==> src/sv/msr_ram.sv <==
`timescale 1ns / 1ps

module msr_ram #(
   parameter int Width = 32,
   parameter int Depth = 128
) (
   input  logic                     clock,
   input  logic                     wr_en,
   input  logic [$clog2(Depth)-1:0] wr_addr,
   input  logic [Width-1:0]         wr_data,
   input  logic                     rd_en,
   input  logic [$clog2(Depth)-1:0] rd_addr,
   output logic [Width-1:0]         rd_data
);

   logic [Width-1:0] mem_ff [Depth];
   logic [Width-1:0] rd_data_ff;

   always_ff @(posedge clock) begin
      if (wr_en) begin
         mem_ff[wr_addr] <= wr_data;
      end
      if (rd_en) begin
         rd_data_ff <= mem_ff[rd_addr];
      end
   end

   assign rd_data = rd_data_ff;

endmodule

==> config.mk <==
export PLATFORM = sky130hd
export DESIGN_NAME = msr_ram
export DESIGN_NICKNAME = d
export VERILOG_FILES = /design/src/sv/msr_ram.sv
export SDC_FILE = /design/constraint.sdc
export NUM_CORES = 2
export LEC_CHECK = 0
export BUFFER_PORTS_ARGS = -buffer_cell sky130_fd_sc_hd__buf_2
export CAP_MARGIN = 20
export CORE_MARGIN = 5
export CORE_UTILIZATION = 54
export CTS_BUF_LIST = sky130_fd_sc_hd__clkbuf_4 sky130_fd_sc_hd__clkbuf_8 sky130_fd_sc_hd__clkbuf_16
export DETAILED_ROUTE_END_ITERATION = 10
export PLACE_DENSITY_LB_ADDON = 0.12
export SLEW_MARGIN = 0
export SYNTH_ARGS = -nofsm -noshare
export SYNTH_HDL_FRONTEND = slang
export SYNTH_SLANG_ARGS = --single-unit
export TNS_END_PERCENT = 20
==> constraint.sdc <==
create_clock -name clock -period 3.1 [get_ports clock]
set_input_delay 0.155 -clock clock [delete_from_list [all_inputs] [get_ports clock]]
set_output_delay 0.155 -clock clock [all_outputs]
set_load 0.05 [all_outputs]
==> results.md <==
- Startpoint types: flip-flop
- YS warnings: 0
- Pwr Total: 118 mW
- CP max stage cell: mux4_2
- Max_cap viols: 0
- Arr. time, crit path: 3500 ps
- Dpl ws: -494 ps
- Fin worst setup slack: 283 ps
- Crit-path leading delay family: multiplexers
- Top Ports: 81
- CTS Buffer Depth: 4
- H-tree levels: 5
- Post-cts resize count: 0
- Layout area overhead: 16.5%
- Final #Nets: 6790
- First-pass GRT wire length: 595000 microns
- Max Transition Viols Final: 0
- CP cell instances: mux4_2 > mux4_2 > mux4_2 > mux2_2
- Die area: 301000 sq um
- EDFF count, synth: 4128
- Peak per-stage delay on the critical path: 660 ps
- WP data required: 3790 ps
- Multi-input logic area: 32300 sq um
- Mean post-synth cell area: 26.1 sq um
- Synth Flop Type: edfxtp_1
- Initial core utilization: 54.3%
- Register area: 124000 sq um
- PwrDens: 645 nW/um^2
- Initial antenna violation count: 67
- Setup TNS: 0 ps
- Synth async-reset ratio: 0%
- Cell mode on critical path: mux4_2
- Vias: 73512
- Layout cells sized above 1: 39.1%
- Register area share after synthesis: 79.2%
- Hold Path Class: input port to flip-flop
- Avg WL per Cell: 39.5 microns
- Worst-path clk slew: 60 ps
- Worst-margin pin slew: 1190 ps
- Most frequent cells in the layout: edfxtp_1 (4128), mux4_2 (1344), clkbuf_16 (422), buf_4 (322), buf_12 (240)
- Unrepaired setup endpoints after global routing: no
- Leak: 56.7 nW
- Drt total wl: 430000 microns
- DRC: 0
- Crit path max fanout: 1
- Mapped Cells: 5990
- Root Driver: clkbuf_16
- GRT Total Usage: 28.8%
- Rows: 197
- Clock sinks: 4128
- CP Capture Type: flip-flop
- Core Area: 288000 sq um
- Post-CTS setup buffers: 0
- Rel. slew slack: 20.7%
- Hold Fails Final Rpt: 0
- Remaining global-route overflow: 0
- Die Y: 549 microns
- Die Wd: 549 microns
- Worst path bufs/invs: 0
- Area of the mapped netlist: 157000 sq um
- Starting DRT DRC Count: 10826
- CTS Hold Bufs: 46
- Endpoints failing setup: 0
- Inst Count DP: 10061
- DR pass1 iterations: 6
- Post-Route Skew: 43.0 ps
- Non-filler cells, final: 10903
- Vias per inst: 6.74
- I/O Buffers: 80
- Fillers: 18688
- Antenna viol nets, final: 0
- Min Tclk post-route: 2820 ps
- Worst ir drop on vdd: 0.000542 V
- Vias in the first global route: 73227
- FF+latch count, synth: 4128
- Setup CP Type: flip-flop to flip-flop
- Worst-Skew Late Latency: 950 ps
- Most common cell after layout, fill and taps aside: edfxtp_1
- Post-DP HPWL: 247000 microns
- Cts bufs inserted: 413
- Largest net degree at the start of global routing: 129
- Outcome: finished, final reports clean
- Fmax: 355 MHz
- Final period utilization: 90.9%
- Syn_nets: 6039
- Yosys cell types: 16
- Hold Worst Slack: 48.3 ps
- GP Congestion: 0.815
- Clock tree from TritonCTS: done
[synthesized netlist by cell type (3+ instances only)]
cell	count	area share [%]
edfxtp_1	4128	79
mux4_2	1344	19
clkbuf_1	182	0.44
nor2_1	122	0.29
buf_2	79	0.25
buf_1	50	0.12
mux2_2	32	0.23
nand2_1	14	0.034
nand3_1	12	0.038
nor3_1	9	0.029
nor2b_1	7	0.028
buf_4	3	0.014
nand4_1	3	0.012
[through the flow]
stage	utilization, %	instance area, sq um
4_1_cts	63.2	182000
3_3_place_gp	58.4	168000
5_1_grt	63.2	182000
6_report	63.2	182000
3_5_place_dp	58.4	168000
2_1_floorplan	-	157000
[final timing paths]
check | from | to | slack [ps] | cells past startpoint
worst min register to register | mem_ff[30][21]$_DFFE_PP_ | rd_data[21]$_DFFE_PP_ | 1200 | 4
worst max-delay path | mem_ff[37][14]$_DFFE_PP_ | rd_data[14]$_DFFE_PP_ | 280 | 4
worst max register to register | mem_ff[37][14]$_DFFE_PP_ | rd_data[14]$_DFFE_PP_ | 280 | 4
worst min-delay path | wr_addr[2] | mem_ff[102][25]$_DFFE_PP_ | 50 | 4
[logic make-up after synthesis]
kind of cell | count (synthesis) | synth area share (%)
buffers and inverters | 316 | 0.837
flip-flops | 4128 | 79.2
multiplexers | 1376 | 19.6
AND/OR/NAND/NOR | 170 | 0.445
[state kept, by name, indices dropped and copies added, names as in the netlist]
signal and count:
rd_data 32, mem_ff 4096
[worst register-to-register path: cells and delay by family, from the launching register on]
| family | cells | cell delay (ps) |
|---|---|---|
| DFF | 1 | 390 |
| muxes | 4 | 2170 |
[layer usage]
layer  share of wire [%]  track usage, %  routed length, microns
met4                 3.4            8.39                   14600
met1                  39            42.4                  166000
met5               0.038               0                     162
met2                  47            44.1                  202000
met3                  11            6.62                   47300
[area by class of cell]
class | instances | area share, %
Sequential cell | 4128 | 68.0
Multi-Input combinational cell | 1546 | 17.7
Clock buffer | 517 | 6.18
Timing Repair Buffer | 652 | 4.35
Tap cell | 3781 | 2.59
Clock inverter | 239 | 1.13
Antenna cell | 40 | 0.0549
[where the power goes]
| group | switching, mW | leakage (nW) | internal [mW] |
|---|---|---|---|
| combinational | 4.12 | 12.9 | 2.66 |
| clock | 20.9 | 6.65 | 28.0 |
| sequential | 0.165 | 37.1 | 61.7 |
| total | 25.2 | 56.7 | 92.3 |
No activity file was read; power rests on OpenSTA's default activity.
