### src/sv/msr_pkg.sv
`timescale 1ns / 1ps

package msr_pkg;

   // Default geometry and the fixed field width of the stream data
   localparam int MATRIX_SIZE_DEF   = 8;
   localparam int ELEMENT_WIDTH_DEF = 32;
   localparam int DATA_WIDTH        = 32;
   localparam int MODE_WIDTH        = 2;

   // Output order selected by the mode register
   typedef enum logic [MODE_WIDTH-1:0] {
      MODE_SPIRAL    = 2'd0,
      MODE_ROTATE    = 2'd1,
      MODE_TRANSPOSE = 2'd2,
      MODE_ROW_MAJOR = 2'd3
   } mode_type;

   // Walk direction of the spiral address generator
   typedef enum logic [1:0] {
      DIR_RIGHT = 2'd0,
      DIR_DOWN  = 2'd1,
      DIR_LEFT  = 2'd2,
      DIR_UP    = 2'd3
   } dir_type;

   // One matrix ready to emit: which buffer bank and which order
   typedef struct packed {
      logic     bank;
      mode_type mode;
   } job_type;

endpackage

### src/sv/msr_queue.sv
`timescale 1ns / 1ps

module msr_queue (
   input  logic             clock,
   input  logic             reset,
   input  logic             push,
   input  msr_pkg::job_type push_job,
   input  logic             pop,
   output logic             head_valid,
   output msr_pkg::job_type head_job,
   output logic [1:0]       count
);

   msr_pkg::job_type entries_ff [2];
   logic             wr_ptr_ff;
   logic             rd_ptr_ff;
   logic [1:0]       count_ff;

   assign head_valid = (count_ff != 2'd0);
   assign head_job   = entries_ff[rd_ptr_ff];
   assign count      = count_ff;

   always_ff @(posedge clock) begin
      if (push) begin
         entries_ff[wr_ptr_ff] <= push_job;
      end
   end

   always_ff @(posedge clock) begin
      if (reset) begin
         wr_ptr_ff <= 1'b0;
         rd_ptr_ff <= 1'b0;
         count_ff  <= 2'd0;
      end else begin
         if (push) begin
            wr_ptr_ff <= ~wr_ptr_ff;
         end
         if (pop) begin
            rd_ptr_ff <= ~rd_ptr_ff;
         end
         count_ff <= count_ff + {1'b0, push} - {1'b0, pop};
      end
   end

endmodule

### config.mk
export PLATFORM = sky130hd
export DESIGN_NAME = msr_queue
export DESIGN_NICKNAME = d
export VERILOG_FILES = /design/src/sv/msr_pkg.sv /design/src/sv/msr_queue.sv
export SDC_FILE = /design/constraint.sdc
export NUM_CORES = 1
export LEC_CHECK = 0
export ABC_AREA = 0
export BUFFER_PORTS_ARGS = -buffer_cell sky130_fd_sc_hd__buf_4
export CORE_AREA = 8 8 45 47
export CTS_BUF_LIST = sky130_fd_sc_hd__clkbuf_4 sky130_fd_sc_hd__clkbuf_8
export DETAILED_ROUTE_END_ITERATION = 10
export DIE_AREA = 0 0 53 55
export MAX_ROUTING_LAYER = met4
export SLEW_MARGIN = 15
export SYNTH_ARGS = -nofsm -noshare
export SYNTH_HDL_FRONTEND = slang
export SYNTH_SLANG_ARGS = --single-unit
### constraint.sdc
create_clock -name clock -period 4.2 [get_ports clock]
set_clock_uncertainty 0.2 [all_clocks]
set_input_delay 0.21 -clock clock [delete_from_list [all_inputs] [get_ports clock]]
set_output_delay 0.21 -clock clock [all_outputs]
set_load 0.05 [all_outputs]
==> reports/metrics.csv <==
metric;value;unit
fmax;623;MHz
cts_sinks;11;
holdWs;22.5;ps
slew_viol_final;0;
initial_core_util;0.308;
hpwl;613;um
tritoncts.num_buffers;3;
postSynthNetCount;38;
worstHoldPathType;in2reg;
finalWirelength;865;um
endpoint_kind;output pin;
tightest_slew;246;ps
slowest_stage;dfxtp_1;
period_minus_slack;1600;ps
syn-cell-area;427;sq um
path_depth;2;
drcViolationCount;0;
crit_required;3790;ps
status;complete, no violations;
fin_tns_setup;0;ps
cp_max_fo;3;
postCtsSetupRepairBufs;0;
cellInternalPower;0.000207;W
hold_viol_final;0;
crit_chain;mux2_2 > buf_4;
drive_gt1_frac;0.408;
p_per_area;500;nW/um^2
synth-seq-cells;11;
synth.avg_cell_area;14.7;sq um
p_comb_frac;0.314;
cts_resized;0;
critPathArrivalTime;1190;ps
cpPeakStageDelay;380;ps
clock_latency;260;ps
grt_overflow;0;
sequentialPowerShare;0.436;
worstHoldPathCells;3;
nNetsFinal;59;
finalCritPeriodShare;0.382;
r2r_cells;6;
drtIter0Drc;0;
clk_pin_slew;70;ps
grt_pass1_wl;1370;um
path_buf_inv;1;
grtUsageTotal;0.0711;
switchingPower;0.0000962;W
pwr-share-clk;0.250;
fillerInstances;131;
dieArea;2920;sq um
syn_inst;29;
dp_cells;57;
setup_viol;0;
synth_warnings;0;
maxCapViolations;0;
synth_top_area_frac;0.422;
ctsLongestPathBuffers;2;
critical-path-top-delay-family;flip-flops;
synth.area.top_cells;edfxtp_1 42%, dfxtp_1 23%, mux2_2 7.9%;
pin_count;13;
io_buffer_count;12;
p_sw_frac;0.317;
ys_seq_area_frac;0.657;
ir_worst_vdd;0.234;mV
crit_type;reg2out;
core_region_area;1380;sq um
first_pass_iters;1;
antenna_found_initial;0;
row_count;14;
stdcell_count;65;
avgRoutedWirePerCell;13.3;um
p_leak;0.261;nW
antenna_cells;0;
rsz0062_at_grt;no;
synth_top_area_cell;edfxtp_1;
cts_tree;built;
cp-start-kind;flip-flop;
viasPerCell;4.14;
area_growth;42.2;%
die_h;55;um
h-tree-depth;1;
fp.dieW;53;um
ys_types;11;
gp_congestion;0.747;
grt_max_degree;7;
final_antenna_net_count;0;
root_buffer;clkbuf_4;
vias;269;
grt_pass1_vias;307;
relSlewSlack;0.836;
## stage by stage
| stage | cell area [sq um] | setup WS [ps] | util | power [W] |
|---|---|---|---|---|
| final | 607 | 2600 | 0.439 | 0.000303 |
| after global routing | 607 | 2570 | 0.439 | 0.000317 |
| after CTS | 607 | 2590 | 0.439 | 0.000308 |
| after detailed placement | 537 | 2800 | 0.388 | 0.000226 |
| after global placement | 537 | 2840 | 0.388 | 0.000223 |
| after floorplan | 427 | 2490 | - | 0.000198 |
## metal layers
layer	wire [um]	GRT usage	part of all wire	up-vias
li1	-	-	-	137
met3	97	0.0374	0.11	2
met4	14	0.0517	0.016	0
met1	357	0.0641	0.41	116
met5	0	-	0	-
met2	396	0.113	0.46	14
## sequential cells by signal, summed over array words and instances (netlist names), named ones only
name / cells
entries_ff: 6
rd_ptr_ff: 1
wr_ptr_ff: 1
count: 2
## power groups by stage
stage	combinational, W	clock [W]	sequential [W]
4_1_cts	0.0000968	0.0000783	0.000132
6_report	0.0000952	0.0000758	0.000132
2_1_floorplan	0.0000502	0	0.000148
3_5_place_dp	0.0000916	0	0.000135
5_1_grt	0.000102	0.0000815	0.000134
3_3_place_gp	0.0000898	0	0.000133
## layout make-up
type	count	area [sq um]	share of cell area
clock buffers	4	30.0	0.0495
inverters	2	7.51	0.0124
multi-input cells	16	139	0.229
flip-flops and latches	11	280	0.462
well taps	16	20.0	0.0330
repair buffers	16	130	0.214
## path summary, 6_finish.rpt
check / start / endpoint / slack, ps
max: flip-flop / head_job[2] / 2600
max reg2reg: count[0] / count[1] / 2750
min reg2reg: rd_ptr_ff / rd_ptr_ff / 330
min: push / wr_ptr_ff / 20
## cells in the mapped netlist, drive strengths merged
| cell type | instances |
|---|---|
| and2 | 1 |
| dfxtp | 5 |
| edfxtp | 6 |
| ha | 2 |
| inv | 2 |
| mux2 | 3 |
| nor2 | 4 |
| nor2b | 2 |
| or2 | 1 |
| xnor2 | 2 |
| xnor3 | 1 |
## logic make-up after synthesis
kind of cell	synth area share
DFF	0.657
muxes	0.0792
xor gates and xnor gates	0.0938
and+or+nand+nor	0.0938
buffers and inverters	0.0176
adders and majority gates	0.0586
## worst reg2reg max path, stage by stage, from the launching register on
cell,delay (ps)
dfxtp_1,350
inv_1,60
ha_1,280
inv_1,60
ha_1,140
xnor3_1,210
nor2_1,90
## repair_timing
action / 4_1_cts / 5_1_grt
setup endpoints to repair: 0 / 0
hold buffers: 4 / 0
hold endpoints to repair: 11 / 0
## cells in the final DEF, fill, tap and decap left out
cell           count
edfxtp_1           6
xnor3_1            1
xnor2_1            2
ha_1               2
nor2b_1            2
inv_1              2
clkbuf_4           4
dfxtp_1            5
dlygate4sd3_1      4
and2_1             1
buf_4             12
mux2_2             3
nor2_1             4
or2_2              1
No activity file was read; power rests on OpenSTA's default activity.
