## src/sv/msr_pkg.sv

```systemverilog
`timescale 1ns / 1ps

package msr_pkg;

   // Default geometry and the fixed field width of the stream data
   localparam int MATRIX_SIZE_DEF   = 8;
   localparam int ELEMENT_WIDTH_DEF = 32;
   localparam int DATA_WIDTH        = 32;
   localparam int MODE_WIDTH        = 2;

   // Output order selected by the mode register
   typedef enum logic [MODE_WIDTH-1:0] {
      MODE_SPIRAL    = 2'd0,
      MODE_ROTATE    = 2'd1,
      MODE_TRANSPOSE = 2'd2,
      MODE_ROW_MAJOR = 2'd3
   } mode_type;

   // Walk direction of the spiral address generator
   typedef enum logic [1:0] {
      DIR_RIGHT = 2'd0,
      DIR_DOWN  = 2'd1,
      DIR_LEFT  = 2'd2,
      DIR_UP    = 2'd3
   } dir_type;

   // One matrix ready to emit: which buffer bank and which order
   typedef struct packed {
      logic     bank;
      mode_type mode;
   } job_type;

endpackage

```

## src/sv/msr_front.sv

```systemverilog
`timescale 1ns / 1ps

module msr_front #(
   parameter int MatrixSize   = msr_pkg::MATRIX_SIZE_DEF,
   parameter int ElementWidth = msr_pkg::ELEMENT_WIDTH_DEF,
   localparam int CellCount   = MatrixSize * MatrixSize,
   localparam int IdxWidth    = (CellCount > 1) ? $clog2(CellCount) : 1,
   localparam int StoreWidth  = (ElementWidth < msr_pkg::DATA_WIDTH) ?
                                ElementWidth : msr_pkg::DATA_WIDTH
) (
   input  logic                               clock,
   input  logic                               reset,
   input  logic                               space_ok,
   input  logic                               req_tvalid,
   output logic                               req_tready,
   input  logic [msr_pkg::DATA_WIDTH-1:0]     req_tdata,
   input  logic                               csr_wr_en,
   input  logic [msr_pkg::MODE_WIDTH-1:0]     csr_wr_data,
   output logic                               ram_wr_en,
   output logic [IdxWidth:0]                  ram_wr_addr,
   output logic [StoreWidth-1:0]              ram_wr_data,
   output logic                               job_push,
   output msr_pkg::job_type                   job_out
);

   localparam logic [IdxWidth-1:0] LastIdx = IdxWidth'(CellCount - 1);

   logic [IdxWidth-1:0] load_count_ff, load_count_in;
   logic                bank_ff, bank_in;
   msr_pkg::mode_type   mode_ff, mode_in;
   logic                accept;
   logic                last_elem;

   assign req_tready = space_ok;
   assign accept     = req_tvalid && space_ok;
   assign last_elem  = (load_count_ff == LastIdx);

   assign ram_wr_en   = accept;
   assign ram_wr_addr = {bank_ff, load_count_ff};
   assign ram_wr_data = req_tdata[StoreWidth-1:0];

   // mode is sampled when the last element of the matrix lands
   assign job_push     = accept && last_elem;
   assign job_out.bank = bank_ff;
   assign job_out.mode = mode_ff;

   always_comb begin
      load_count_in = load_count_ff;
      bank_in       = bank_ff;
      mode_in       = mode_ff;
      if (csr_wr_en) begin
         mode_in = msr_pkg::mode_type'(csr_wr_data);
      end
      if (accept) begin
         if (last_elem) begin
            load_count_in = '0;
            bank_in       = ~bank_ff;
         end else begin
            load_count_in = load_count_ff + 1'b1;
         end
      end
   end

   always_ff @(posedge clock) begin
      if (reset) begin
         load_count_ff <= '0;
         bank_ff       <= 1'b0;
         mode_ff       <= msr_pkg::MODE_SPIRAL;
      end else begin
         load_count_ff <= load_count_in;
         bank_ff       <= bank_in;
         mode_ff       <= mode_in;
      end
   end

endmodule

```

## config.mk

```make
export PLATFORM = sky130hd
export DESIGN_NAME = msr_front
export DESIGN_NICKNAME = d
export VERILOG_FILES = /design/src/sv/msr_pkg.sv /design/src/sv/msr_front.sv
export SDC_FILE = /design/constraint.sdc
export NUM_CORES = 1
export LEC_CHECK = 0
export BUFFER_PORTS_ARGS = -buffer_cell sky130_fd_sc_hd__buf_2
export CORE_AREA = 2 2 54 56
export DETAILED_ROUTE_END_ITERATION = 8
export DIE_AREA = 0 0 56 58
export PLACE_DENSITY = 0.72
export SYNTH_ARGS = -nofsm -noshare
export SYNTH_HDL_FRONTEND = slang
export SYNTH_SLANG_ARGS = --single-unit
```

## constraint.sdc

```tcl
create_clock -name clock -period 1.2 [get_ports clock]
set_input_delay 0.18 -clock clock [delete_from_list [all_inputs] [get_ports clock]]
set_output_delay 0.18 -clock clock [all_outputs]
set_load 0.02 [all_outputs]
```

==> impl_metrics.ini <==
[outcome]
outcome = finished, violations left
violations = setup timing

[timing]
clock_skew_ns = 0.003058
post-route-period-util_pct = 111.6
finalHoldViolCount = 0
final_max_slew_viol_count = 0
tightest_slew_ns = 0.2000
maxSlewHeadroom_pct = 86.53
finalSetupViolations = 3
rsz0062_at_grt = yes
fin_ws_ns = -0.1386
fmax_mhz = 747.0
timing.final.crit_period_ns = 1.339

[synth]
ys_warn_count = 0
synth_cell_types = 20
synth-seq-area-share_pct = 27.91
syn_nets = 119
syn_area_per_cell_um2 = 8.172
yosysTopAreaCell = buf_4
synth_seq_cells = 9
synthCells = 79
syn-cell-area_um2 = 645.6
netlist.area_leader.share_pct = 40.70
synthTopCellsByArea = buf_4 41%, dfxtp_1 28%, mux2i_1 3.1%

[cells_and_area]
drive_gt1_share_pct = 53.42
final_cell_area_um2 = 638.1
diodes = 0
layout.nets = 114
syn_to_final_growth_pct = -1.163

[cts]
cts_buffers = 3
insertion_delay_ns = 0.26
clock-root-buffer = clkbuf_4
cts_tree = done
clkTransAtPathRegs_ns = 0.06
cts.htree.levels = 1
cts_sinks = 9
cts.path.max_buffers = 2

[placement]
placed_area_um2 = 576.8
dp_hpwl_um = 917.2
gp_congestion = 0.6874
pre_cts_slack_ns = -0.07607
numPortBuffers = 19

[pwr]
switching_share_pct = 26.17
power.leakage_uw = 0.0002788
p_sw_uw = 168.3
combPwrFrac_pct = 14.0
pwr-share-seq_pct = 49.5
vdd_drop_max_mv = 0.4213
power_density_nw_per_um2 = 1008
p_int_uw = 474.8
p_clk_share_pct = 36.6

[critical_path]
critPathKind = reg2out
crit_arrival_ns = 1.16
cpPeakStageDelay_ns = 0.36
critical_path.top_delay_family = flip-flops
start_kind = flop
path_cells = ha_4 > nand4_1 > nor2_2 > buf_6
critPathBufInv = 1
crit_slowest_cell = dfxtp_4
crit_fanout = 2
critical_path_required_ns = 1.02
worstSetupEndpointType = primary output

[die]
row_count = 19
start_util_pct = 24.25
boundaryPins = 84
die_h_um = 58
die_w_um = 56
core_area_um2 = 2663
die-area_um2 = 3248

[run]
max_cap_viol_count = 0

[routing]
wl_per_cell_um = 11.58
drcViolationCount = 0
vias = 448
drt-initial-drc-count = 6
ant_nets = 0
avgViaCountPerCell = 4.308
drt-total-wl_mm = 1.204
dr.pass1.iters = 4

[global_routing]
grt_pass1_vias = 398
grt_antenna_before_repair = 0
grt_usage_pct = 7.411
grt_start_max_net_pins = 10
grt.overflow.total = 0
grt_pass1_wl_mm = 1.842

[worst_hold_path]
hp-class = in2reg
==> layout by cell type (no fill, tap or decap), types with 2 or more instances in the layout <==
cell / count
mux2i_1: 2
xor2_1: 2
buf_4: 6
o21ai_0: 3
inv_1: 2
nand3_1: 3
clkbuf_4: 3
nand2_1: 3
nor2_1: 3
buf_2: 18
a21oi_1: 3
dfxtp_1: 4
buf_6: 2
dfxtp_2: 3
or3_1: 3
dfxtp_4: 2
==> layout make-up <==
cell class / instances / area (um2)
Timing Repair Buffer: 26 / 157.7
Fill cell: 302 / 2024
Clock buffer: 4 / 26.28
Tap cell: 31 / 38.79
Sequential cell: 9 / 191.4
Inverter: 2 / 7.507
Multi-Input combinational cell: 32 / 216.5
==> through the flow <==
| stage | hold WS [ns] | total power [uW] | setup TNS [ns] | cells | util, % |
|---|---|---|---|---|---|
| 2_1_floorplan | 0.3272 | 529.4 | -0.08187 | 79 | - |
| 3_5_place_dp | 0.3601 | 414.5 | -0.1170 | 98 | 21.66 |
| 6_report | 0.1683 | 643.1 | -0.3097 | 104 | 23.97 |
| 5_1_grt | 0.2030 | 679.4 | -0.5251 | 104 | 23.97 |
| 3_3_place_gp | 0.3601 | 412.3 | -0.03626 | 98 | 21.66 |
| 4_1_cts | 0.1643 | 655.7 | -0.2456 | 104 | 23.83 |
==> per-layer routing <==
layer	GRT usage [%]	up-vias	part of all wire (%)
met5	0	-	0
met4	2.721	0	1.2
met3	6.027	6	16
met2	11.76	29	48
met1	7.240	197	35
li1	-	216	-
==> synth_stat cells <==
library cell   n
or3_1          3
nor2_1         4
inv_1          2
mux2i_1        2
xor2_1         2
or4_1          1
nand2_2        1
dfxtp_1        9
o21ai_0        3
nand2_1        3
nand4_1        1
clkbuf_1       1
nand3_1        4
o211ai_1       1
a31oi_1        1
ha_1           1
buf_4         35
a21oi_1        3
nor3_1         1
a211oi_1       1
==> power by group through the flow <==
stage	Combinational [uW]	Clock, uW	Sequential, uW
after global routing	99.1	261	319
after floorplan	189	0	341
after detailed placement	89.7	0	325
after CTS	91.4	246	318
after global placement	88.4	0	324
final	89.8	235	318
==> path summary, 6_finish.rpt <==
| kind | startpoint | to | slack (ns) | cells past startpoint |
|---|---|---|---|---|
| worst min-delay path | csr_wr_data[0] | mode_ff[0] | 0.17 | 3 |
| worst max-delay path | load_count_ff[1] | job_push | -0.14 | 4 |
| worst min register to register | mode_ff[0] | mode_ff[0] | 0.49 | 2 |
| worst max register to register | load_count_ff[1] | bank_ff | -0.09 | 5 |
==> worst reg2reg max path, stage by stage, from the launching register on <==
cell and delay, ns:
dfxtp_4 0.36, ha_4 0.12, nand4_1 0.12, buf_4 0.18, or3_1 0.30, a21oi_1 0.13
==> sequential cells by signal, summed over array words and instances (netlist names) <==
register,cells
mode_ff,2
load_count_ff,6
bank_ff,1
==> logic make-up after synthesis <==
family | share of synthesized area [%]
fa+ha+maj | 1.938
simple gates | 13.95
flops | 27.91
compound gates | 7.946
mux | 3.101
buf+inv | 42.44
xor+xnor | 2.714
==> repair_timing <==
action / in CTS / in global routing
endpoints found under the hold margin: 0 / 0
endpoints found under the setup margin: 5 / 5
cloned: 0 / 0
gates resized for setup: 4 / 1
hold buffers: 0 / 0
pin swaps: 7 / 3
setup buffers: 2 / 0
No activity file was read; power rests on OpenSTA's default activity.
