## src/sv/msr_pkg.sv

```systemverilog
`timescale 1ns / 1ps

package msr_pkg;

   // Default geometry and the fixed field width of the stream data
   localparam int MATRIX_SIZE_DEF   = 8;
   localparam int ELEMENT_WIDTH_DEF = 32;
   localparam int DATA_WIDTH        = 32;
   localparam int MODE_WIDTH        = 2;

   // Output order selected by the mode register
   typedef enum logic [MODE_WIDTH-1:0] {
      MODE_SPIRAL    = 2'd0,
      MODE_ROTATE    = 2'd1,
      MODE_TRANSPOSE = 2'd2,
      MODE_ROW_MAJOR = 2'd3
   } mode_type;

   // Walk direction of the spiral address generator
   typedef enum logic [1:0] {
      DIR_RIGHT = 2'd0,
      DIR_DOWN  = 2'd1,
      DIR_LEFT  = 2'd2,
      DIR_UP    = 2'd3
   } dir_type;

   // One matrix ready to emit: which buffer bank and which order
   typedef struct packed {
      logic     bank;
      mode_type mode;
   } job_type;

endpackage

```

## src/sv/msr_back.sv

```systemverilog
`timescale 1ns / 1ps

module msr_back #(
   parameter int MatrixSize   = msr_pkg::MATRIX_SIZE_DEF,
   parameter int ElementWidth = msr_pkg::ELEMENT_WIDTH_DEF,
   localparam int CellCount   = MatrixSize * MatrixSize,
   localparam int IdxWidth    = (CellCount > 1) ? $clog2(CellCount) : 1,
   localparam int StoreWidth  = (ElementWidth < msr_pkg::DATA_WIDTH) ?
                                ElementWidth : msr_pkg::DATA_WIDTH
) (
   input  logic                           clock,
   input  logic                           reset,
   input  logic                           job_valid,
   input  msr_pkg::job_type               job_in,
   output logic                           job_pop,
   output logic                           busy,
   output logic                           ram_rd_en,
   output logic [IdxWidth:0]              ram_rd_addr,
   input  logic [StoreWidth-1:0]          ram_rd_data,
   output logic                           rsp_tvalid,
   input  logic                           rsp_tready,
   output logic [msr_pkg::DATA_WIDTH-1:0] rsp_tdata,
   output logic                           rsp_tlast
);

   localparam int CoordWidth = (MatrixSize > 1) ? $clog2(MatrixSize) : 1;
   localparam logic [IdxWidth-1:0]   LastIdx   = IdxWidth'(CellCount - 1);
   localparam logic [IdxWidth-1:0]   SizeIdx   = IdxWidth'(MatrixSize);
   localparam logic [CoordWidth-1:0] LastCoord = CoordWidth'(MatrixSize - 1);

   // walker state
   logic                  busy_ff, busy_in;
   msr_pkg::job_type      job_ff, job_in_nxt;
   logic [CoordWidth-1:0] row_ff, row_in;
   logic [CoordWidth-1:0] col_ff, col_in;
   logic [CoordWidth-1:0] ring_ff, ring_in;
   msr_pkg::dir_type      dir_ff, dir_in;
   logic [IdxWidth-1:0]   count_ff, count_in;

   // read pipeline: stage 1 is the RAM output register, stage 2 the output register
   logic                  s1_valid_ff, s1_last_ff;
   logic                  s2_valid_ff, s2_last_ff;
   logic [StoreWidth-1:0] s2_data_ff;

   logic                  advance;
   logic                  issue;
   logic                  last_read;
   logic [CoordWidth-1:0] ring_hi;
   logic [CoordWidth-1:0] rd_row;
   logic [CoordWidth-1:0] rd_col;

   assign advance   = !s2_valid_ff || rsp_tready;
   assign issue     = busy_ff && advance;
   assign last_read = (count_ff == LastIdx);
   assign ring_hi   = LastCoord - ring_ff;

   assign busy      = busy_ff;
   assign job_pop   = !busy_ff && job_valid;
   assign ram_rd_en = advance;

   // map the walk position to a stored (row, col)
   always_comb begin
      unique case (job_ff.mode)
         msr_pkg::MODE_ROTATE: begin
            rd_row = LastCoord - col_ff;
            rd_col = row_ff;
         end
         msr_pkg::MODE_TRANSPOSE: begin
            rd_row = col_ff;
            rd_col = row_ff;
         end
         default: begin
            rd_row = row_ff;
            rd_col = col_ff;
         end
      endcase
   end

   assign ram_rd_addr = {job_ff.bank,
                         IdxWidth'(IdxWidth'(rd_row) * SizeIdx + IdxWidth'(rd_col))};

   always_comb begin
      busy_in    = busy_ff;
      job_in_nxt = job_ff;
      row_in     = row_ff;
      col_in     = col_ff;
      ring_in    = ring_ff;
      dir_in     = dir_ff;
      count_in   = count_ff;
      if (job_pop) begin
         busy_in    = 1'b1;
         job_in_nxt = job_in;
         row_in     = '0;
         col_in     = '0;
         ring_in    = '0;
         dir_in     = msr_pkg::DIR_RIGHT;
         count_in   = '0;
      end else if (issue) begin
         count_in = count_ff + 1'b1;
         if (last_read) begin
            busy_in = 1'b0;
         end
         if (job_ff.mode == msr_pkg::MODE_SPIRAL) begin
            // clockwise ring walk; the count ends the run at the center
            unique case (dir_ff)
               msr_pkg::DIR_RIGHT: begin
                  if (col_ff < ring_hi) begin
                     col_in = col_ff + 1'b1;
                  end else begin
                     row_in = row_ff + 1'b1;
                     dir_in = msr_pkg::DIR_DOWN;
                  end
               end
               msr_pkg::DIR_DOWN: begin
                  if (row_ff < ring_hi) begin
                     row_in = row_ff + 1'b1;
                  end else begin
                     col_in = col_ff - 1'b1;
                     dir_in = msr_pkg::DIR_LEFT;
                  end
               end
               msr_pkg::DIR_LEFT: begin
                  if (col_ff > ring_ff) begin
                     col_in = col_ff - 1'b1;
                  end else begin
                     row_in = row_ff - 1'b1;
                     dir_in = msr_pkg::DIR_UP;
                  end
               end
               msr_pkg::DIR_UP: begin
                  if (row_ff > ring_ff + 1'b1) begin
                     row_in = row_ff - 1'b1;
                  end else begin
                     // step into the next ring at its top-left corner
                     col_in  = col_ff + 1'b1;
                     ring_in = ring_ff + 1'b1;
                     dir_in  = msr_pkg::DIR_RIGHT;
                  end
               end
            endcase
         end else begin
            // plain raster over the result matrix
            if (col_ff == LastCoord) begin
               col_in = '0;
               row_in = row_ff + 1'b1;
            end else begin
               col_in = col_ff + 1'b1;
            end
         end
      end
   end

   always_ff @(posedge clock) begin
      job_ff  <= job_in_nxt;
      row_ff  <= row_in;
      col_ff  <= col_in;
      ring_ff <= ring_in;
      dir_ff  <= dir_in;
      if (advance) begin
         s2_data_ff <= ram_rd_data;
      end
   end

   always_ff @(posedge clock) begin
      if (reset) begin
         busy_ff     <= 1'b0;
         count_ff    <= '0;
         s1_valid_ff <= 1'b0;
         s1_last_ff  <= 1'b0;
         s2_valid_ff <= 1'b0;
         s2_last_ff  <= 1'b0;
      end else begin
         busy_ff  <= busy_in;
         count_ff <= count_in;
         if (advance) begin
            s1_valid_ff <= issue;
            s1_last_ff  <= issue && last_read;
            s2_valid_ff <= s1_valid_ff;
            s2_last_ff  <= s1_last_ff;
         end
      end
   end

   assign rsp_tvalid = s2_valid_ff;
   assign rsp_tdata  = msr_pkg::DATA_WIDTH'(s2_data_ff);
   assign rsp_tlast  = s2_last_ff;

endmodule

```

## config.mk

```make
export PLATFORM = sky130hd
export DESIGN_NAME = msr_back
export DESIGN_NICKNAME = d
export VERILOG_FILES = /design/src/sv/msr_pkg.sv /design/src/sv/msr_back.sv
export SDC_FILE = /design/constraint.sdc
export NUM_CORES = 1
export LEC_CHECK = 0
export BUFFER_PORTS_ARGS = -buffer_cell sky130_fd_sc_hd__buf_2
export CAP_MARGIN = 20
export CORE_MARGIN = 4
export CORE_UTILIZATION = 45
export CTS_BUF_LIST = sky130_fd_sc_hd__clkbuf_2 sky130_fd_sc_hd__clkbuf_4 sky130_fd_sc_hd__clkbuf_8
export CTS_CLUSTER_DIAMETER = 60
export DETAILED_ROUTE_END_ITERATION = 6
export MAX_ROUTING_LAYER = met4
export PLACE_DENSITY = 0.77
export SYNTH_ARGS = -nofsm -noshare
export SYNTH_HDL_FRONTEND = slang
export SYNTH_SLANG_ARGS = --single-unit
```

## constraint.sdc

```tcl
create_clock -name clock -period 4 [get_ports clock]
set_clock_uncertainty 0.15 [all_clocks]
set_input_delay 0.8 -clock clock [delete_from_list [all_inputs] [get_ports clock]]
set_output_delay 0.8 -clock clock [all_outputs]
set_load 0.005 [all_outputs]
```

==> flow_summary.json, run 1 <==
{
  "status": "completed",
  "synth_edf_count": 35,
  "reg2reg_to": "dir_ff[1]$_SDFFE_PP0P_",
  "worstSetupPathType": "in2out",
  "syn-instance-count": 224,
  "rsz0062_at_grt": "false",
  "clk_latency_ps": 330,
  "drv_cap": 0,
  "drt-total-wl_um": 5790,
  "critPathArrivalTime_ps": 1720,
  "layout_commonest_cell": "buf_2",
  "start_kind": "input pin",
  "post-cts-setup-buffers": 0,
  "ctsResizeCount": 0,
  "track_usage_pct": 16.7,
  "cts_tree": "done",
  "clock_sinks": 57,
  "total_power_uw": 1490,
  "synthTopCellsByArea": "edfxtp_1, dfxtp_1, ha_1",
  "fillCellCount": 456,
  "rows": 27,
  "grt_max_degree": 38,
  "cts_buffers": 9,
  "die_area_um2": 7270,
  "p_int_uw": 1110,
  "hold_ws_ps": 314,
  "die_y_um": 85.3,
  "final_antenna_net_count": 0,
  "synth_ff_type": "edfxtp_1",
  "yosysTopAreaCell": "edfxtp_1",
  "max_freq_mhz": 374,
  "drtPass1Iterations": 4,
  "drive_above_1_share_pct": 35.3,
  "p_clk_share_pct": 39.1,
  "p_comb_share_pct": 14.5,
  "hp-start": "s1_valid_ff$_SDFFE_PP0N_",
  "r2r-start": "ring_ff[1]$_SDFFE_PP0P_",
  "path_max_fanout": 37,
  "ys_types": 47,
  "rr_worst_depth": 8,
  "power_switching_uw": 379,
  "max-vdd-ir-drop_mv": 0.321,
  "viasPerCell": 5.11,
  "final_nets": 377,
  "grt_overflow": 0,
  "required_ps": 3050,
  "synth_nets": 289,
  "clock_path_buffers": 2,
  "hold_path.class": "reg2reg",
  "drt-wirelength-per-cell_um": 14.9,
  "finalSetupTns_ps": 0,
  "min_to": "s1_valid_ff$_SDFFE_PP0N_",
  "synth-warning-count": 0,
  "pre_cts_ws_ps": 1320,
  "worstMarginPinSlew_ps": 724,
  "async_reset_ff_share_pct": 0,
  "worst_slew_margin_rel_pct": 51.7,
  "hpwl_um": 4440,
  "start_util_pct": 47.6,
  "syn_area_um2": 2690,
  "final_cell_mix": "buf_2, edfxtp_1, ha_1",
  "holdBufCountCts": 0,
  "layout_setup_ws_ps": 1330,
  "drv_slew": 0,
  "yosysSeqAreaShare_pct": 55.5,
  "clk_pin_slew_ps": 60,
  "power_frac_seq_pct": 46.4,
  "min_period_over_period_pct": 66.8,
  "core_um2": 5640,
  "finish.utilization_pct": 59.7,
  "period_needed_ps": 2670,
  "critPathCaptureType": "output pin",
  "swShare_pct": 25.4,
  "hold_viol_final": 0,
  "drt_iter0_markers": 120,
  "synth_top_cell_area_share_pct": 39.1,
  "antenna-diode-count": 0,
  "p_leak_uw": 0.00152,
  "ys_ff_latch": 57,
  "syn_to_final_growth_pct": 25.4,
  "clockRootBuffer": "clkbuf_8",
  "gp_congestion": 0.822,
  "htree_num_levels": 3,
  "grt_pass1_wl_um": 9110,
  "port_buffers": 82,
  "min_path_cells": 2,
  "grt_pass1_vias": 1944,
  "rrSetupSlack_ps": 1630,
  "die_w_um": 85.3,
  "synth_area_per_cell_um2": 12.0,
  "drc": 0,
  "setup_viol": 0,
  "ios": 83,
  "power.density_nw_per_um2": 443,
  "antenna_found_initial": 0,
  "via_count": 1988
}
power by group through the flow:
stage	Combinational, µW	Clock, µW	Sequential (µW)
final	216	583	693
after global routing	243	631	697
after CTS	218	596	693
after detailed placement	215	0	705
after global placement	209	0	704
after floorplan	132	0	700
final cells by class:
type                       count  area [µm²]  area share [%]
clock buffer                   9         124            3.67
clock inverter                 7        93.8            2.78
inverter                      16        60.1            1.78
multi-input combinational    146        1100            32.7
sequential                    57        1490            44.2
tap                           72        90.1            2.67
timing repair buffer          82         410            12.2
critical path, cell delays in order:
cell and delay [ps]:
buf_2 100, nor2b_4 50, inv_2 530, buf_2 240
routing by layer:
metal / global-route usage (%) / up-vias / share of wire (%)
li1: - / 971 / -
met1: 18.2 / 934 / 40
met2: 27.5 / 70 / 52
met3: 7.18 / 13 / 6.4
met4: 5.47 / 0 / 1.5
met5: - / - / 0
how the worst max path moves through the flow:
stage / start / endpoint / slack (ps) / cells past startpoint
2_1_floorplan: rsp_tready / col_ff[1]$_SDFFE_PP0P_ / 1700 / 7
3_3_place_gp: rsp_tready / ram_rd_en / 1340 / 4
3_5_place_dp: rsp_tready / ram_rd_en / 1320 / 4
4_1_cts: rsp_tready / ram_rd_en / 1320 / 4
5_1_grt: job_ff[1]$_DFFE_PP_ / ram_rd_addr[2] / 1220 / 4
6_report: rsp_tready / ram_rd_en / 1330 / 4
cells in the mapped netlist, types with 4 or more instances:
library cell   n
edfxtp_1      35
ha_1          26
dfxtp_1       22
nand2_1       20
nor2_1        20
inv_1         15
a21oi_1       13
mux2i_1        9
xnor2_1        6
o21ai_0        5
xor2_1         5
nand3_1        4
flip-flops by register name, summed over array words and instances, names as in the netlist:
name / flops
s1_last_ff: 1
ring_ff: 3
rsp_tlast: 1
ram_rd_addr: 1
rsp_tvalid: 1
s1_valid_ff: 1
rsp_tdata: 32
row_ff: 3
job_ff: 2
count_ff: 6
busy: 1
dir_ff: 2
col_ff: 3
logic make-up (layout without fill, tap and decap cells):
family                     Yosys count  in the layout  synth area share (%)
and+or+nand+nor                     65             65                  11.9
DFF                                 57             57                  55.5
AOI/OAI and AO/OA                   32             32                  8.66
adders and majority gates           26             26                  12.1
buffers and inverters               21            114                  3.54
muxes                               12             12                  4.75
xor gates and xnor gates            11             11                  3.58
stage by stage:
step           cells  cell area (µm²)
4_1_cts          389             3370
5_1_grt          389             3370
3_3_place_gp     373             3150
2_1_floorplan    224             2690
3_5_place_dp     373             3150
6_report         389             3370
(Power assumes the default switching activity.)
==> inputs of run 2 (changes only) <==
--- a/config.mk
+++ b/config.mk
@@ -13,7 +13,7 @@
 export CTS_CLUSTER_DIAMETER = 60
 export DETAILED_ROUTE_END_ITERATION = 6
 export MAX_ROUTING_LAYER = met4
-export PLACE_DENSITY = 0.77
+export PLACE_DENSITY = 0.79
 export SYNTH_ARGS = -nofsm -noshare
 export SYNTH_HDL_FRONTEND = slang
 export SYNTH_SLANG_ARGS = --single-unit
==> constraint.sdc (replaced) <==
create_clock -name clock -period 2.2 [get_ports clock]
set_clock_uncertainty 0.15 [all_clocks]
set_input_delay 0.44 -clock clock [delete_from_list [all_inputs] [get_ports clock]]
set_output_delay 0.44 -clock clock [all_outputs]
set_load 0.005 [all_outputs]
==> run 2 against run 1 <==
Sequential power grew 79%; clock-buffer cell count did not move; non-clock buffer count up 14; register-to-register slack got worse by 1600 ps; global-route usage up 2.6 points; cell area rose by 7.2%; critical endpoint is now dir_ff[1]$_SDFFE_PP0P_; highest routed layer unchanged.
==> flow_summary.json, run 2 (synthesized netlist as in run 1, its figures left out) <==
{
  "status": "completed",
  "drtPass1Iterations": 4,
  "cp_slowest_cell": "dfxtp_2",
  "required_ps": 2280,
  "grt-busiest-layer": "met2",
  "power.density_nw_per_um2": 781,
  "slowest_delay_ps": 340,
  "clock_path_buffers": 2,
  "track_usage_pct": 19.4,
  "rrSetupSlack_ps": 60,
  "final_nets": 391,
  "fin_area_um2": 3610,
  "crit_chain": "ha_4 > xnor2_2 > ha_1 > or2_2 > nand2_2 > a2bb2oi_4 > nand3_2 > mux2_4",
  "p_leak_uw": 0.00160,
  "ios": 83,
  "drt_iter0_markers": 114,
  "period_needed_ps": 2140,
  "die_area_um2": 7270,
  "antenna-diode-count": 0,
  "final_cell_mix": "buf_2, edfxtp_1, ha_1",
  "die_y_um": 85.3,
  "drt-total-wl_um": 6670,
  "min_to": "rsp_tdata[23]$_DFFE_PN_",
  "pre_cts_ws_ps": -15.7,
  "clockRootBuffer": "clkbuf_8",
  "start_kind": "flip-flop",
  "grt_util_met3_pct": 5.15,
  "grt_pass1_wl_um": 10600,
  "htree_num_levels": 3,
  "max-vdd-ir-drop_mv": 0.495,
  "grtUsageMet1_pct": 21.9,
  "layout_setup_ws_ps": 57.9,
  "worstMarginPinSlew_ps": 401,
  "syn_to_final_growth_pct": 34.4,
  "core_um2": 5640,
  "start_util_pct": 47.6,
  "crit_buf_inv": 0,
  "setup_viol": 0,
  "gp_congestion": 0.876,
  "layout_commonest_cell": "buf_2",
  "place_area_um2": 3240,
  "use_met2_pct": 32.9,
  "rows": 27,
  "drv_cap": 0,
  "min_period_over_period_pct": 97.4,
  "cts_tree": "done",
  "hpwl_um": 4840,
  "clk_pin_slew_ps": 70,
  "drv_slew": 0,
  "worst_slew_margin_rel_pct": 73.0,
  "drive_above_1_share_pct": 44.4,
  "hold_path.class": "in2reg",
  "hold_viol_final": 0,
  "finish.utilization_pct": 64.0,
  "critPathArrivalTime_ps": 2220,
  "rr_worst_depth": 8,
  "grt_overflow": 0,
  "grt_max_degree": 24,
  "total_power_uw": 2820,
  "worstSetupPathType": "reg2reg",
  "largest_reg_flops": 32,
  "die_w_um": 85.3,
  "clk_latency_ps": 330,
  "min_path_cells": 1,
  "hp-start": "ram_rd_data[23]",
  "final_antenna_net_count": 0,
  "port_buffers": 82,
  "cp_top_family": "simple AND/OR/NAND/NOR gates",
  "r2r-start": "ring_ff[0]$_SDFFE_PP0P_",
  "reg2reg_to": "dir_ff[1]$_SDFFE_PP0P_",
  "grt_pass1_vias": 2180,
  "clock_sinks": 57,
  "viasPerCell": 5.15,
  "max_freq_mhz": 467,
  "hold_ws_ps": 127,
  "drt-wirelength-per-cell_um": 16.6,
  "via_count": 2077,
  "drc": 0,
  "path_max_fanout": 3,
  "cts_buffers": 9,
  "critPathCaptureType": "flip-flop",
  "antenna_found_initial": 0
}
-- run 2: changes by cell type in the layout (fill, tap and decap cells not counted), moves of 3 or more --
cell	previous run	this run
clkinv_4	0	3
ha_1	26	22
o21ai_0	5	2
dfxtp_2	0	3
dfxtp_1	22	19
ha_4	0	3
buf_4	0	14
-- run 2: how the worst max path moves through the flow --
stage / from / endpoint / slack [ps] / cells after the start
final: ring_ff[0]$_SDFFE_PP0P_ / dir_ff[1]$_SDFFE_PP0P_ / 60 / 8
after detailed placement: ring_ff[0]$_SDFFE_PP0P_ / dir_ff[1]$_SDFFE_PP0P_ / -20 / 8
after global routing: ring_ff[0]$_SDFFE_PP0P_ / dir_ff[1]$_SDFFE_PP0P_ / -40 / 8
after CTS: ring_ff[0]$_SDFFE_PP0P_ / row_ff[1]$_SDFFE_PP0P_ / 10 / 8
after global placement: ring_ff[0]$_SDFFE_PP0P_ / dir_ff[1]$_SDFFE_PP0P_ / 20 / 8
after floorplan: ring_ff[1]$_SDFFE_PP0P_ / dir_ff[1]$_SDFFE_PP0P_ / 50 / 8
-- run 2: layout make-up --
cell class	count	area, µm²
fill	430	2030
sequential	57	1500
multi-input combinational	146	1220
timing repair buffer	96	515
clock buffer	9	124
clock inverter	7	103
tap	72	90.1
inverter	16	60.1
-- run 2: stage by stage --
| stage | setup TNS [ps] | instances |
|---|---|---|
| floorplan | 0 | 224 |
| global placement | 0 | 384 |
| detailed placement | -15.7 | 384 |
| CTS | 0 | 400 |
| global route | -157 | 403 |
| finish | 0 | 403 |
-- run 2: worst register-to-register path, stage by stage (launching register included) --
cell	delay, ps
dfxtp_2	340
ha_4	170
xnor2_2	130
ha_1	280
or2_2	300
nand2_2	90
a2bb2oi_4	170
nand3_2	110
mux2_4	300
-- run 2: layer usage --
| layer | share of wire, % | vias to the layer above | wire, µm |
|---|---|---|---|
| li1 | - | 995 | - |
| met1 | 38 | 1004 | 2560 |
| met2 | 55 | 68 | 3640 |
| met3 | 5.7 | 10 | 378 |
| met4 | 1.3 | 0 | 87 |
| met5 | 0 | - | 0 |
-- run 2: power breakdown --
part / internal [µW] / switching [µW]
Sequential: 1200 / 42.0
Combinational: 229 / 255
Clock: 646 / 444
-- run 2: timing repair --
| action | in CTS | in global routing |
|---|---|---|
| hold endpoints to repair | 0 | 0 |
| resized for setup | 6 | 26 |
| setup buffers | 0 | 3 |
| endpoints found under the setup margin | 7 | 15 |
| hold buffers | 0 | 0 |
| pin swaps | 2 | 9 |
